$ cat config.mk
export PLATFORM = sky130hd
export DESIGN_NAME = midi_fader_pickup_controller
export DESIGN_NICKNAME = d
export VERILOG_FILES = /design/src/mfpc_pkg.sv /design/src/mfpc_ram.sv /design/src/midi_fader_pickup_controller.sv
export SDC_FILE = /design/constraint.sdc
export NUM_CORES = 2
export LEC_CHECK = 0
export BUFFER_PORTS_ARGS = -buffer_cell sky130_fd_sc_hd__clkbuf_2
export CAP_MARGIN = 5
export CORE_MARGIN = 4
export CORE_UTILIZATION = 50
export CTS_CLUSTER_SIZE = 24
export DETAILED_ROUTE_END_ITERATION = 6
export PLACE_DENSITY_LB_ADDON = 0.3
export SLEW_MARGIN = 0
export SYNTH_ARGS = -nofsm -noshare
export SYNTH_HDL_FRONTEND = slang
export SYNTH_SLANG_ARGS = --single-unit
$ cat constraint.sdc
create_clock -name aclk -period 8.2 [get_ports aclk]
set_clock_uncertainty 0.1 [all_clocks]
set_input_delay 0.41 -clock aclk [delete_from_list [all_inputs] [get_ports aclk]]
set_output_delay 0.41 -clock aclk [all_outputs]
set_load 0.1 [all_outputs]
$ cat src/mfpc_pkg.sv
`default_nettype none

package mfpc_pkg;

    localparam int SAMPLE_W = 10;
    localparam int CTRL_W   = 7;
    localparam int VAL_W    = 7;
    localparam int TIME_W   = 32;
    localparam int DEB_W    = 8;
    localparam int HOLD_W   = 16;
    localparam int CHAN_W   = 5;
    localparam int LED_W    = 7;

    localparam int STORE_DEPTH = 128;

    localparam int S_TDATA_W = 48;
    localparam int M_TDATA_W = 32;
    localparam int M_TUSER_W = 2;
    localparam int CFG_ADDR_W = 2;
    localparam int CFG_DATA_W = 16;

    // input item layout
    localparam int S_SAMPLE_LSB = 0;
    localparam int S_UP_BIT     = 10;
    localparam int S_DOWN_BIT   = 11;
    localparam int S_TIME_LSB   = 12;

    // result item tdata layout
    localparam int M_NUM_LSB   = 0;
    localparam int M_VAL_LSB   = 7;
    localparam int M_CHAN_LSB  = 14;
    localparam int M_LED_LSB   = 19;
    localparam int M_USED_W    = 26;

    // result item tuser layout
    localparam int M_SEND_BIT  = 0;
    localparam int M_METER_BIT = 1;

    localparam logic [SAMPLE_W-1:0] DEADBAND_RESET = 10'd8;
    localparam logic [DEB_W-1:0]    DEBOUNCE_RESET = 8'd30;
    localparam logic [HOLD_W-1:0]   HOLDOFF_RESET  = 16'd500;
    localparam logic [CHAN_W-1:0]   CHANNEL_RESET  = 5'd1;

    localparam logic [VAL_W-1:0]  VALUE_RESET = 7'd64;
    localparam logic [CTRL_W-1:0] CTRL_RESET  = 7'd20;
    localparam int METER_STEP  = 18;
    localparam int SCALE_SHIFT = 3;

    typedef enum logic [CFG_ADDR_W-1:0] {
        CFG_DEADBAND = 2'd0,
        CFG_DEBOUNCE = 2'd1,
        CFG_HOLDOFF  = 2'd2,
        CFG_CHANNEL  = 2'd3
    } cfg_idx_t;

    typedef struct packed {
        logic [SAMPLE_W-1:0] sample;
        logic [CTRL_W-1:0]   ctrl_before;
        logic [CTRL_W-1:0]   ctrl_after;
        logic                stepped;
        logic                meter;
        logic                fwd_a;
        logic                fwd_b;
        logic [VAL_W-1:0]    fwd_data;
        logic                vld_a;
        logic                vld_b;
    } stage_t;

    function automatic logic [LED_W-1:0] meter_bar(input logic [VAL_W-1:0] v);
        logic [LED_W-1:0] bar;
        bar = '0;
        for (int i = 0; i < LED_W; i++) begin
            bar[i] = (v > VAL_W'(i * METER_STEP));
        end
        return bar;
    endfunction

endpackage

`default_nettype wire

$ cat src/mfpc_ram.sv
`default_nettype none

module mfpc_ram #(
    parameter int WIDTH = 8,
    parameter int DEPTH = 128,
    localparam int AW = $clog2(DEPTH)
) (
    input  wire logic             aclk,
    input  wire logic             we,
    input  wire logic [AW-1:0]    waddr,
    input  wire logic [WIDTH-1:0] wdata,
    input  wire logic             re,
    input  wire logic [AW-1:0]    raddr_a,
    input  wire logic [AW-1:0]    raddr_b,
    output logic      [WIDTH-1:0] rdata_a,
    output logic      [WIDTH-1:0] rdata_b
);

    logic [WIDTH-1:0] mem [DEPTH];

    always_ff @(posedge aclk) begin
        if (we) begin
            mem[waddr] <= wdata;
        end
        if (re) begin
            rdata_a <= mem[raddr_a];
            rdata_b <= mem[raddr_b];
        end
    end

endmodule

`default_nettype wire

$ cat src/midi_fader_pickup_controller.sv
// Fader pickup controller for a one-fader control surface.
// s_ channel: one scan pass per item (fader sample, up/down button levels,
// millisecond timestamp). m_ channel: exactly one result item per scan pass,
// carrying controller number and value, channel and LED pattern on m_tdata,
// and the control change flag and display mode on m_tuser.
// Configuration: cfg_wr_en/cfg_addr/cfg_wr_data write deadband, debounce,
// toggle hold-off and channel; write only while no item is in flight.
// Pipeline: two register stages (value store read, output register); a result
// item passes through both before it is presented on the m_ channel.
// Throughput: one item per cycle while m_tready is high. The value store is a
// 128 x 7 memory with two read ports and one write port; the write of one pass is
// forwarded to the reads of the next so passes overlap without a bubble.
// Reset: aresetn (synchronous, low) clears all control state at once; a
// per-entry valid flag makes every store entry read as 64 until written, so
// no clearing pass is needed and the block takes items right after reset.
// Receiver stall: the output register holds its item, one more item waits
// in the compute stage, and s_tready then drops until m_tready returns.
`default_nettype none

module midi_fader_pickup_controller (
    input  wire logic                              aclk,
    input  wire logic                              aresetn,
    input  wire logic                              s_tvalid,
    output logic                                   s_tready,
    // fader_sample[9:0], up_pressed[10], down_pressed[11], time_ms[43:12]
    input  wire logic [mfpc_pkg::S_TDATA_W-1:0]    s_tdata,
    output logic                                   m_tvalid,
    input  wire logic                              m_tready,
    // controller_number[6:0], controller_value[13:7], channel_out[18:14],
    // led_pattern[25:19]
    output logic      [mfpc_pkg::M_TDATA_W-1:0]    m_tdata,
    // send_change[0], display_is_meter[1]
    output logic      [mfpc_pkg::M_TUSER_W-1:0]    m_tuser,
    input  wire logic                              cfg_wr_en,
    input  wire logic [mfpc_pkg::CFG_ADDR_W-1:0]   cfg_addr,
    input  wire logic [mfpc_pkg::CFG_DATA_W-1:0]   cfg_wr_data
);

    localparam int SW = mfpc_pkg::SAMPLE_W;
    localparam int CW = mfpc_pkg::CTRL_W;
    localparam int VW = mfpc_pkg::VAL_W;
    localparam int TW = mfpc_pkg::TIME_W;

    // configuration
    logic [SW-1:0]                 deadband_reg;
    logic [mfpc_pkg::DEB_W-1:0]    debounce_reg;
    logic [mfpc_pkg::HOLD_W-1:0]   holdoff_reg;
    logic [mfpc_pkg::CHAN_W-1:0]   channel_reg;

    always_ff @(posedge aclk) begin
        if (!aresetn) begin
            deadband_reg <= mfpc_pkg::DEADBAND_RESET;
            debounce_reg <= mfpc_pkg::DEBOUNCE_RESET;
            holdoff_reg  <= mfpc_pkg::HOLDOFF_RESET;
            channel_reg  <= mfpc_pkg::CHANNEL_RESET;
        end else if (cfg_wr_en) begin
            unique case (mfpc_pkg::cfg_idx_t'(cfg_addr))
                mfpc_pkg::CFG_DEADBAND: deadband_reg <= cfg_wr_data[SW-1:0];
                mfpc_pkg::CFG_DEBOUNCE: debounce_reg <= cfg_wr_data[mfpc_pkg::DEB_W-1:0];
                mfpc_pkg::CFG_HOLDOFF:  holdoff_reg  <= cfg_wr_data[mfpc_pkg::HOLD_W-1:0];
                mfpc_pkg::CFG_CHANNEL:  channel_reg  <= cfg_wr_data[mfpc_pkg::CHAN_W-1:0];
                default: ;
            endcase
        end
    end

    // input fields
    logic [SW-1:0] in_sample;
    logic          in_up;
    logic          in_down;
    logic [TW-1:0] in_time;

    assign in_sample = s_tdata[mfpc_pkg::S_SAMPLE_LSB +: SW];
    assign in_up     = s_tdata[mfpc_pkg::S_UP_BIT];
    assign in_down   = s_tdata[mfpc_pkg::S_DOWN_BIT];
    assign in_time   = s_tdata[mfpc_pkg::S_TIME_LSB +: TW];

    // button and display state
    logic [CW-1:0] active_reg,       active_next;
    logic          up_last_reg,      up_last_next;
    logic          down_last_reg,    down_last_next;
    logic [TW-1:0] up_edge_reg,      up_edge_next;
    logic [TW-1:0] down_edge_reg,    down_edge_next;
    logic [TW-1:0] toggle_time_reg,  toggle_time_next;
    logic          toggle_hold_reg,  toggle_hold_next;
    logic          meter_reg,        meter_next;
    logic          stepped;

    logic          s_accept;
    logic          s1_fire;
    logic          s1_wr;
    logic          s1_valid_reg;
    mfpc_pkg::stage_t s1_reg;

    logic [TW-1:0] el_toggle;
    logic [TW-1:0] el_up;
    logic [TW-1:0] el_down;
    logic          both;
    logic          up_step;

    assign el_toggle = in_time - toggle_time_reg;
    assign el_up     = in_time - up_edge_reg;
    assign el_down   = in_time - down_edge_reg;
    assign both      = in_up && in_down;

    always_comb begin
        active_next      = active_reg;
        up_last_next     = up_last_reg;
        down_last_next   = down_last_reg;
        up_edge_next     = up_edge_reg;
        down_edge_next   = down_edge_reg;
        toggle_time_next = toggle_time_reg;
        toggle_hold_next = toggle_hold_reg;
        meter_next       = meter_reg;
        stepped          = 1'b0;
        up_step          = 1'b0;
        if (both && !toggle_hold_reg) begin
            toggle_hold_next = 1'b1;
            toggle_time_next = in_time;
            meter_next       = !meter_reg;
        end else begin
            if (!both && el_toggle > TW'(holdoff_reg)) begin
                toggle_hold_next = 1'b0;
            end
            if (in_up != up_last_reg && el_up > TW'(debounce_reg)) begin
                up_last_next = in_up;
                up_edge_next = in_time;
                if (in_up) begin
                    active_next = active_reg + CW'(1);
                    stepped     = 1'b1;
                    up_step     = 1'b1;
                end
            end
            if (!up_step && in_down != down_last_reg && el_down > TW'(debounce_reg)) begin
                down_last_next = in_down;
                down_edge_next = in_time;
                if (in_down) begin
                    active_next = active_reg - CW'(1);
                    stepped     = 1'b1;
                end
            end
        end
    end

    always_ff @(posedge aclk) begin
        if (!aresetn) begin
            active_reg      <= mfpc_pkg::CTRL_RESET;
            up_last_reg     <= 1'b1;
            down_last_reg   <= 1'b1;
            up_edge_reg     <= '0;
            down_edge_reg   <= '0;
            toggle_time_reg <= '0;
            toggle_hold_reg <= 1'b0;
            meter_reg       <= 1'b0;
        end else if (s_accept) begin
            active_reg      <= active_next;
            up_last_reg     <= up_last_next;
            down_last_reg   <= down_last_next;
            up_edge_reg     <= up_edge_next;
            down_edge_reg   <= down_edge_next;
            toggle_time_reg <= toggle_time_next;
            toggle_hold_reg <= toggle_hold_next;
            meter_reg       <= meter_next;
        end
    end

    // value store
    logic [mfpc_pkg::STORE_DEPTH-1:0] vld_reg;
    logic [VW-1:0] ram_a;
    logic [VW-1:0] ram_b;
    logic [VW-1:0] scaled;

    mfpc_ram #(
        .WIDTH (VW),
        .DEPTH (mfpc_pkg::STORE_DEPTH)
    ) u_store (
        .aclk    (aclk),
        .we      (s1_fire && s1_wr),
        .waddr   (s1_reg.ctrl_before),
        .wdata   (scaled),
        .re      (s_accept),
        .raddr_a (active_reg),
        .raddr_b (active_next),
        .rdata_a (ram_a),
        .rdata_b (ram_b)
    );

    always_ff @(posedge aclk) begin
        if (!aresetn) begin
            vld_reg <= '0;
        end else if (s1_fire && s1_wr) begin
            vld_reg[s1_reg.ctrl_before] <= 1'b1;
        end
    end

    // stage 1: fader path
    mfpc_pkg::stage_t s1_next;
    logic          m_valid_reg;
    logic [SW-1:0] last_fader_reg;
    logic          takeover_reg;
    logic [SW-1:0] diff;
    logic          moved;
    logic          hold_now;
    logic [VW-1:0] stored_a;
    logic [VW-1:0] stored_b;
    logic [mfpc_pkg::LED_W-1:0] leds;
    logic [mfpc_pkg::M_TDATA_W-1:0] m_data_reg, m_data_next;
    logic [mfpc_pkg::M_TUSER_W-1:0] m_user_reg, m_user_next;

    assign s1_fire  = s1_valid_reg && (!m_valid_reg || m_tready);
    assign s_tready = !s1_valid_reg || s1_fire;
    assign s_accept = s_tvalid && s_tready;

    always_comb begin
        s1_next.sample      = in_sample;
        s1_next.ctrl_before = active_reg;
        s1_next.ctrl_after  = active_next;
        s1_next.stepped     = stepped;
        s1_next.meter       = meter_next;
        s1_next.fwd_a       = s1_fire && s1_wr && (s1_reg.ctrl_before == active_reg);
        s1_next.fwd_b       = s1_fire && s1_wr && (s1_reg.ctrl_before == active_next);
        s1_next.fwd_data    = scaled;
        s1_next.vld_a       = vld_reg[active_reg];
        s1_next.vld_b       = vld_reg[active_next];
    end

    always_comb begin
        diff = (s1_reg.sample >= last_fader_reg) ? (s1_reg.sample - last_fader_reg)
                                                 : (last_fader_reg - s1_reg.sample);
        moved  = diff > deadband_reg;
        scaled = VW'(s1_reg.sample >> mfpc_pkg::SCALE_SHIFT);

        stored_a = s1_reg.fwd_a ? s1_reg.fwd_data
                 : s1_reg.vld_a ? ram_a : mfpc_pkg::VALUE_RESET;

        hold_now = takeover_reg;
        if (moved && stored_a == scaled) begin
            hold_now = 1'b0;
        end
        s1_wr = moved && !hold_now;

        if (s1_wr && s1_reg.ctrl_after == s1_reg.ctrl_before) begin
            stored_b = scaled;
        end else if (s1_reg.fwd_b) begin
            stored_b = s1_reg.fwd_data;
        end else if (s1_reg.vld_b) begin
            stored_b = ram_b;
        end else begin
            stored_b = mfpc_pkg::VALUE_RESET;
        end

        leds = s1_reg.meter ? mfpc_pkg::meter_bar(stored_b) : s1_reg.ctrl_after;

        m_data_next = '0;
        m_data_next[mfpc_pkg::M_NUM_LSB +: CW]        = s1_wr ? s1_reg.ctrl_before
                                                              : s1_reg.ctrl_after;
        m_data_next[mfpc_pkg::M_VAL_LSB +: VW]        = s1_wr ? scaled : stored_b;
        m_data_next[mfpc_pkg::M_CHAN_LSB +: mfpc_pkg::CHAN_W] = channel_reg;
        m_data_next[mfpc_pkg::M_LED_LSB +: mfpc_pkg::LED_W]   = leds;

        m_user_next = '0;
        m_user_next[mfpc_pkg::M_SEND_BIT]  = s1_wr;
        m_user_next[mfpc_pkg::M_METER_BIT] = s1_reg.meter;
    end

    always_ff @(posedge aclk) begin
        if (!aresetn) begin
            s1_valid_reg   <= 1'b0;
            m_valid_reg    <= 1'b0;
            last_fader_reg <= '0;
            takeover_reg   <= 1'b0;
        end else begin
            if (s_accept) begin
                s1_valid_reg <= 1'b1;
            end else if (s1_fire) begin
                s1_valid_reg <= 1'b0;
            end
            if (s1_fire) begin
                m_valid_reg  <= 1'b1;
                takeover_reg <= s1_reg.stepped ? 1'b1 : hold_now;
                if (moved) begin
                    last_fader_reg <= s1_reg.sample;
                end
            end else if (m_tready) begin
                m_valid_reg <= 1'b0;
            end
        end
    end

    always_ff @(posedge aclk) begin
        if (s_accept) begin
            s1_reg <= s1_next;
        end
        if (s1_fire) begin
            m_data_reg <= m_data_next;
            m_user_reg <= m_user_next;
        end
    end

    assign m_tvalid = m_valid_reg;
    assign m_tdata  = m_data_reg;
    assign m_tuser  = m_user_reg;

endmodule

`default_nettype wire

-- Yosys cells after proc, flatten, opt, wreduce, memory -nomap -nowiden
Memory sizes are Yosys's and may differ from the RTL's. A register that Yosys moved wholly into a read port is not among the register bits.
Cells that the tools add are included.
- muxes and demuxes: 36
- shift operators: 0
- $lt $le $gt $ge: 16
- div/mod/pow operators: 0
- reduce and logical (&&, ||, !) cells: 37
- add/subtract/negate cells: 7
- eq/ne operators: 9
- multipliers: 0
- bitwise operators: 2
- operators by type and width (operator ; number):
    bitwise OR 128 bit ; 1
    subtractor 32 bit ; 3
    two-way mux 7 bit ; 13
    greater-than comparator 32 x 8 -> 1 bit ; 2
    greater-than comparator 32 x 16 -> 1 bit ; 1
    equality test 7 bit ; 4
    < comparator 7 x 8 -> 1 bit, second input constant ; 3
    greater-than comparator 7 bit, second input constant ; 3
    subtractor 10 bit ; 2
    two-way mux 1 bit ; 19
    logical AND 1 bit ; 15
    binary-select mux 1 bit (select 7 bit) ; 2
    greater-than comparator 7 x 6 -> 1 bit, second input constant ; 2
    AND reduction 2 bit ; 7
    greater-or-equal comparator 10 bit ; 1
    greater-than comparator 10 bit ; 1
    two-way mux 10 bit ; 1
    adder 7 x 1 -> 7 bit, second input constant ; 1
    demux 1 bit (select 7 bit) ; 1
    greater-or-equal comparator 7 x 1 -> 1 bit, second input constant ; 1
    greater-than comparator 7 x 1 -> 1 bit, second input constant ; 1
    greater-than comparator 7 x 5 -> 1 bit, second input constant ; 1
    logical NOT 1 bit ; 7
    subtractor 7 x 1 -> 7 bit, second input constant ; 1
    8 further kinds ; 14
- word-level logic and storage cells: 137
- output and inout bits: 36
- bits of input ports: 71
- bits in read-only memories: 0
- memories: 1
- latch bits: 0
- bits in writable memories: 896
- bits in registers: 352
- memories (name ; words ; width ; rd ports ; clocked after memory_dff ; wr ports ; RTL line ; source):
    u_store.mem ; 128 ; 7 ; 2 ; 2 ; 1 ; mfpc_ram.sv:19 ; logic [WIDTH-1:0] mem [DEPTH];

-- Depth between registers and ports, before layout
- depth in word-level cells: 12
- depth in mapped cells: 36
- depth with buffers taken out: 35

-- By module
A second synthesis with hierarchy kept.
- cell total of the unflattened synthesis: 4620
- area total of the unflattened synthesis: 65994.5 sq um
- modules (own cells, without submodules) (module ; area each (sq um) ; instances ; seq. area each (sq um) ; cells each):
    mfpc_ram ; 42074.1 ; 1 ; 27326.2 ; 1827
    midi_fader_pickup_controller ; 23920.4 ; 1 ; 7697.4 ; 2793

-- Least setup slack after synthesis
Ideal clock, no wire load.
- path kind: register to register
- start: reg s1_reg (netlist bit s1_next[2])
- end: reg m_data_reg (netlist bit m_tdata[19]), data pin
- library setup time: 0.281 ns
- setup slack: 0.217 ns
- arrival time: 7.602 ns
- data required time: 7.819 ns
- cell stages (with the launch flop): 32
- period minus slack after synthesis: 7.983 ns
- buffers on the path: 3
- cell sequence: edfxtp_1 inv_1 ha_1 inv_1 nor2_1 nor2_1 a21boi_0 o21ai_0 a21oi_1 o21ai_0 nand2b_1 a21o_1 a21oi_1 clkbuf_1 o21ai_0 a21oi_1 o21ai_0 a221oi_1 xnor2_1 ha_1 and4_1 nand2_1 o211ai_1 o22ai_1 a21oi_1 and3_1 clkbuf_1 buf_1 mux2i_1 inv_1 nor2_1 a41oi_1
- cells in the longest elaborated chain, start to end: 11
- elaborated cells between the ends (all ways): 14
- classes of those cells: add/sub: 2; order compare: 3; eq/ne: 1; mux: 4; reduce/logical: 4
- RTL lines (item ; RTL line ; source):
    start, declared ; midi_fader_pickup_controller.sv:93 ; mfpc_pkg::stage_t s1_reg;
    start signal, assigned ; midi_fader_pickup_controller.sv:292 ; s1_reg <= s1_next;
    subtractor 10 bit, or another cell as far along ; midi_fader_pickup_controller.sv:229 ; : (last_fader_reg - s1_reg.sample);
    two-way mux 10 bit ; midi_fader_pickup_controller.sv:228 ; diff = (s1_reg.sample >= last_fader_reg) ? (s1_reg.sample - last_fader_reg)
    greater-than comparator 10 bit ; midi_fader_pickup_controller.sv:230 ; moved = diff > deadband_reg;
    logical AND 1 bit ; midi_fader_pickup_controller.sv:237 ; if (moved && stored_a == scaled) begin
    two-way mux 1 bit ; midi_fader_pickup_controller.sv:237 ;
    logical NOT 1 bit ; midi_fader_pickup_controller.sv:240 ; s1_wr = moved && !hold_now;
    logical AND 1 bit ; midi_fader_pickup_controller.sv:240 ;
    logical AND 1 bit ; midi_fader_pickup_controller.sv:242 ; if (s1_wr && s1_reg.ctrl_after == s1_reg.ctrl_before) begin
    two-way mux 7 bit (*) ; midi_fader_pickup_controller.sv:242 ;
    greater-than comparator 7 x 1 -> 1 bit (*) ; mfpc_pkg.sv:73 ; bar[i] = (v > VAL_W'(i * METER_STEP));
    two-way mux 7 bit (*) ; midi_fader_pickup_controller.sv:252 ; leds = s1_reg.meter ? mfpc_pkg::meter_bar(stored_b) : s1_reg.ctrl_after;
    via leds, one bit ; midi_fader_pickup_controller.sv:206 ; logic [mfpc_pkg::LED_W-1:0] leds;
    end signal, assigned ; midi_fader_pickup_controller.sv:295 ; m_data_reg <= m_data_next;
    end, declared ; midi_fader_pickup_controller.sv:207 ; logic [mfpc_pkg::M_TDATA_W-1:0] m_data_reg, m_data_next;
The timed path passes the listed nets; every way through them passes the cells marked *.
A chain may end at the register's enable or synchronous reset.

-- Final worst setup path
- start: reg up_edge_reg[2]
- end: reg u_store.rdata_b[0], read port of u_store.mem, data pin
- cells in the longest elaborated chain, start to end: 10
- elaborated cells between the ends (all ways): 12
- classes of those cells: add/sub: 1; order compare: 1; mux: 6; reduce/logical: 4
- RTL lines (item ; RTL line ; source):
    start, declared ; midi_fader_pickup_controller.sv:82 ; logic [TW-1:0] up_edge_reg, up_edge_next;
    start signal, assigned ; midi_fader_pickup_controller.sv:159 ; up_edge_reg <= up_edge_next;
    subtractor 32 bit (*) ; midi_fader_pickup_controller.sv:102 ; assign el_up = in_time - up_edge_reg;
    greater-than comparator 32 x 8 -> 1 bit (*) ; midi_fader_pickup_controller.sv:125 ; if (in_up != up_last_reg && el_up > TW'(debounce_reg)) begin
    logical AND 1 bit (*) ; midi_fader_pickup_controller.sv:125 ;
    two-way mux 1 bit ; midi_fader_pickup_controller.sv:125 ;
    two-way mux 1 bit ; midi_fader_pickup_controller.sv:117 ; if (both && !toggle_hold_reg) begin
    logical NOT 1 bit ; midi_fader_pickup_controller.sv:134 ; if (!up_step && in_down != down_last_reg && el_down > TW'(debounce_reg)) begin
    logical AND 1 bit (2 in series) ; midi_fader_pickup_controller.sv:134 ;
    two-way mux 7 bit (*) ; midi_fader_pickup_controller.sv:134 ;
    two-way mux 7 bit (*) ; midi_fader_pickup_controller.sv:117 ;
    end, declared ; mfpc_ram.sv:16 ; output logic [WIDTH-1:0] rdata_b
Every way passes the cells marked *; elsewhere a longest branch is shown, timed or not. The select of a mux whose other input is x is not followed.

==> results.json <==
{
  "place_congestion": 0.949,
  "syn_area_um2": 64700,
  "ctsLongestPathBuffers": 3,
  "grt_pass1_wl_um": 283000,
  "cts_buffers": 137,
  "ys_seq_area_share_pct": 54.1,
  "crit_path_end_kind": "flip-flop",
  "firstDrtPassIters": 7,
  "synth_xor_area_share_pct": 1.24,
  "final_layout_size_suffix_gt1_share_pct": 22.3,
  "synth-seq-cells": 1262,
  "hold_ws_ns": 0.0682,
  "tightest_slew_ns": 1.31,
  "critPathMostFrequentCell": "a21oi_1",
  "grt_max_degree": 159,
  "leakagePower_uw": 0.0251,
  "drv_cap": 0,
  "yosys.area_share.simple_pct": 8.63,
  "async_flop_share_pct": 0,
  "grt_overflow_total": 0,
  "cp-start-kind": "flip-flop",
  "crit_buf_inv": 3,
  "area_growth_pct": 13.0,
  "outcome": "finished, violations left",
  "io_pins": 107,
  "synth_compound_area_share_pct": 7.27,
  "cp_slowest_cell": "nor2_1",
  "route.vias.total": 44700,
  "hold_viol": 0,
  "rsz0062_at_grt": "no",
  "slew_headroom_pct": 12.4,
  "hp-class": "input pin to flip-flop",
  "drt_iter0_drc": 5760,
  "clockRootBuffer": "clkbuf_16",
  "drt-total-wl_um": 192000,
  "crit_type": "flip-flop to flip-flop",
  "synth_cells": 4743,
  "drc": 1,
  "finalSetupTns_ns": 0,
  "power.density_nw_per_um2": 207,
  "largest_reg_flops": 896,
  "rows": 131,
  "clock_latency_ns": 0.79,
  "hpwl_um": 129000,
  "finalSetupViolations": 0,
  "die_h_um": 368,
  "violations": "design-rule violations",
  "fin_nets": 5213,
  "ff2ff_setup_slack_ns": 0.33,
  "die_w_um": 368,
  "drtAntennaViolNets": 0,
  "avgSynthCellArea_um2": 13.6,
  "ys_warn_count": 0,
  "port_buffers": 96,
  "synth-adder-area-share_pct": 3.17,
  "finalCriticalPeriod_ns": 7.87,
  "coreArea_um2": 128000,
  "ys.flop_type": "edfxtp_1",
  "antenna_found_initial": 3,
  "drv_slew": 0,
  "yosysUniqueCellTypes": 91,
  "initial_core_util_pct": 50.6,
  "track_usage_pct": 28.0,
  "routed_via_density": 6.54,
  "critPathRequiredTime_ns": 8.72,
  "fmax_mhz": 127,
  "max_stage_delay_ns": 1.00,
  "cts_tree": "done",
  "period_share_pct": 95.9,
  "synth_top_family_by_area": "multiplexers",
  "die-area_um2": 135000,
  "cp_max_fo": 16,
  "path_delay_family": "simple AND/OR/NAND/NOR gates",
  "wl_per_cell_um": 28.2,
  "cp.arrival_ns": 8.39,
  "vdd_ir_drop_max_mv": 0.188,
  "synth_edf_count": 975,
  "clock_sinks": 1262,
  "grt_pass1_vias": 43200,
  "clk_pin_slew_worst_paths_ns": 0.06,
  "synthMuxAreaShare_pct": 22.5,
  "htreeDepth": 4
}
[timing repair]
item                       in CTS  in global routing
hold buffers                   67                  0
hold endpoints to repair      151                  0
setup endpoints to repair       0                 12
gates resized for setup         0                  2
setup buffers                   0                  4
[where the power goes]
group	internal (uW)	switching (uW)	total, uW
logic	719	1170	1890
registers	6970	58.1	7030
clock network	3570	2640	6200
total	11300	3870	15100
[cell usage in the layout, fill, tap and decap left out, types with 19 or more instances in the layout]
cell           Yosys  layout
a22oi_1           43      43
clkbuf_1         153      36
o211ai_1          27      27
o21ai_0          105     105
nand2_1          322     322
nor2_1           638     636
nand2b_1          19      19
nor3_1            39      39
and3_1            25      25
nand3_1           94      93
ha_1             156     156
dfxtp_1          287     284
buf_4             34     188
dlygate4sd3_1      0      67
nand4_1           35      35
o21bai_1          20      20
clkinv_2           0      29
edfxtp_1         975     975
clkbuf_16          0     141
a211oi_1          20      20
xnor2_1           51      50
o31ai_1           21      20
a31oi_1           27      27
a21o_1            51      51
clkbuf_2           0      96
mux4_2           558     558
nor2b_1           25      25
mux2i_1          182     182
inv_1            199     199
a21oi_1          211     210
xor2_1            39      39
[logic make-up (layout without fill, tap and decap cells)]
group / count (synthesis) / in the layout
simple gates: 1289 / 1289
compound gates: 704 / 704
buf+inv: 482 / 829
mux: 753 / 753
other cells: 1 / 7
flops: 1262 / 1262
xor+xnor: 91 / 91
fa+ha+maj: 161 / 161
[cells in the mapped netlist (all sizes together) (35+ instances only)]
cell type / count / area [um2]
a22oi: 43 / 323
mux2i: 182 / 1820
buf: 119 / 664
clkbuf: 153 / 574
xnor2: 52 / 463
o21ai: 106 / 531
nor3: 41 / 215
nand3: 94 / 470
dfxtp: 287 / 5750
nor2: 643 / 2440
nand4: 35 / 219
a21o: 51 / 383
ha: 156 / 1950
nand2: 322 / 1210
xor2: 39 / 342
inv: 208 / 781
edfxtp: 975 / 29300
a21oi: 212 / 1070
mux4: 558 / 12600
[metrics by stage]
step                      total power [uW]  instances  cell area [um2]  setup WS (ns)  util [%]
after CTS                            15200       6820            73100         0.0794      57.1
after floorplan                       8450       4748            64800          0.217         -
after detailed placement              8990       6500            67900        -0.0388      53.1
after global routing                 15600       6824            73200        0.00534      57.2
after global placement                8960       6500            67900        -0.0596      53.1
final                                15100       6825            73200          0.334      57.2
[cell type report]
type	instances	area, um2
timing repair buffer	366	2860
sequential	1262	35000
fill	9957	54800
multi-input combinational	3004	27800
clock buffer	183	3750
inverter	210	816
antenna	1	2.50
clock inverter	70	756
tap	1729	2160
[tightest hold or removal path, cell delays in order]
cell and delay, ns:
clkbuf_2 0.13, nor3b_2 0.16, o211ai_1 0.20
[path summary, 6_finish.rpt]
path,depth (start not counted),endpoint,start
setup reg to reg,26,u_store.rdata_b[0],up_edge_reg[2]
hold reg to reg,0,m_tdata[17],channel_reg[3]
setup / recovery,26,u_store.rdata_b[0],up_edge_reg[2]
hold / removal,3,deadband_reg[3],cfg_addr[0]
[layer usage]
layer	vias up	share of wire, %	track usage [%]
met5	-	0	0
met4	0	4.7	12.0
met3	504	12	7.11
met2	2946	46	43.4
met1	22300	37	37.9
li1	18900	-	-
(Power assumes the default switching activity.)
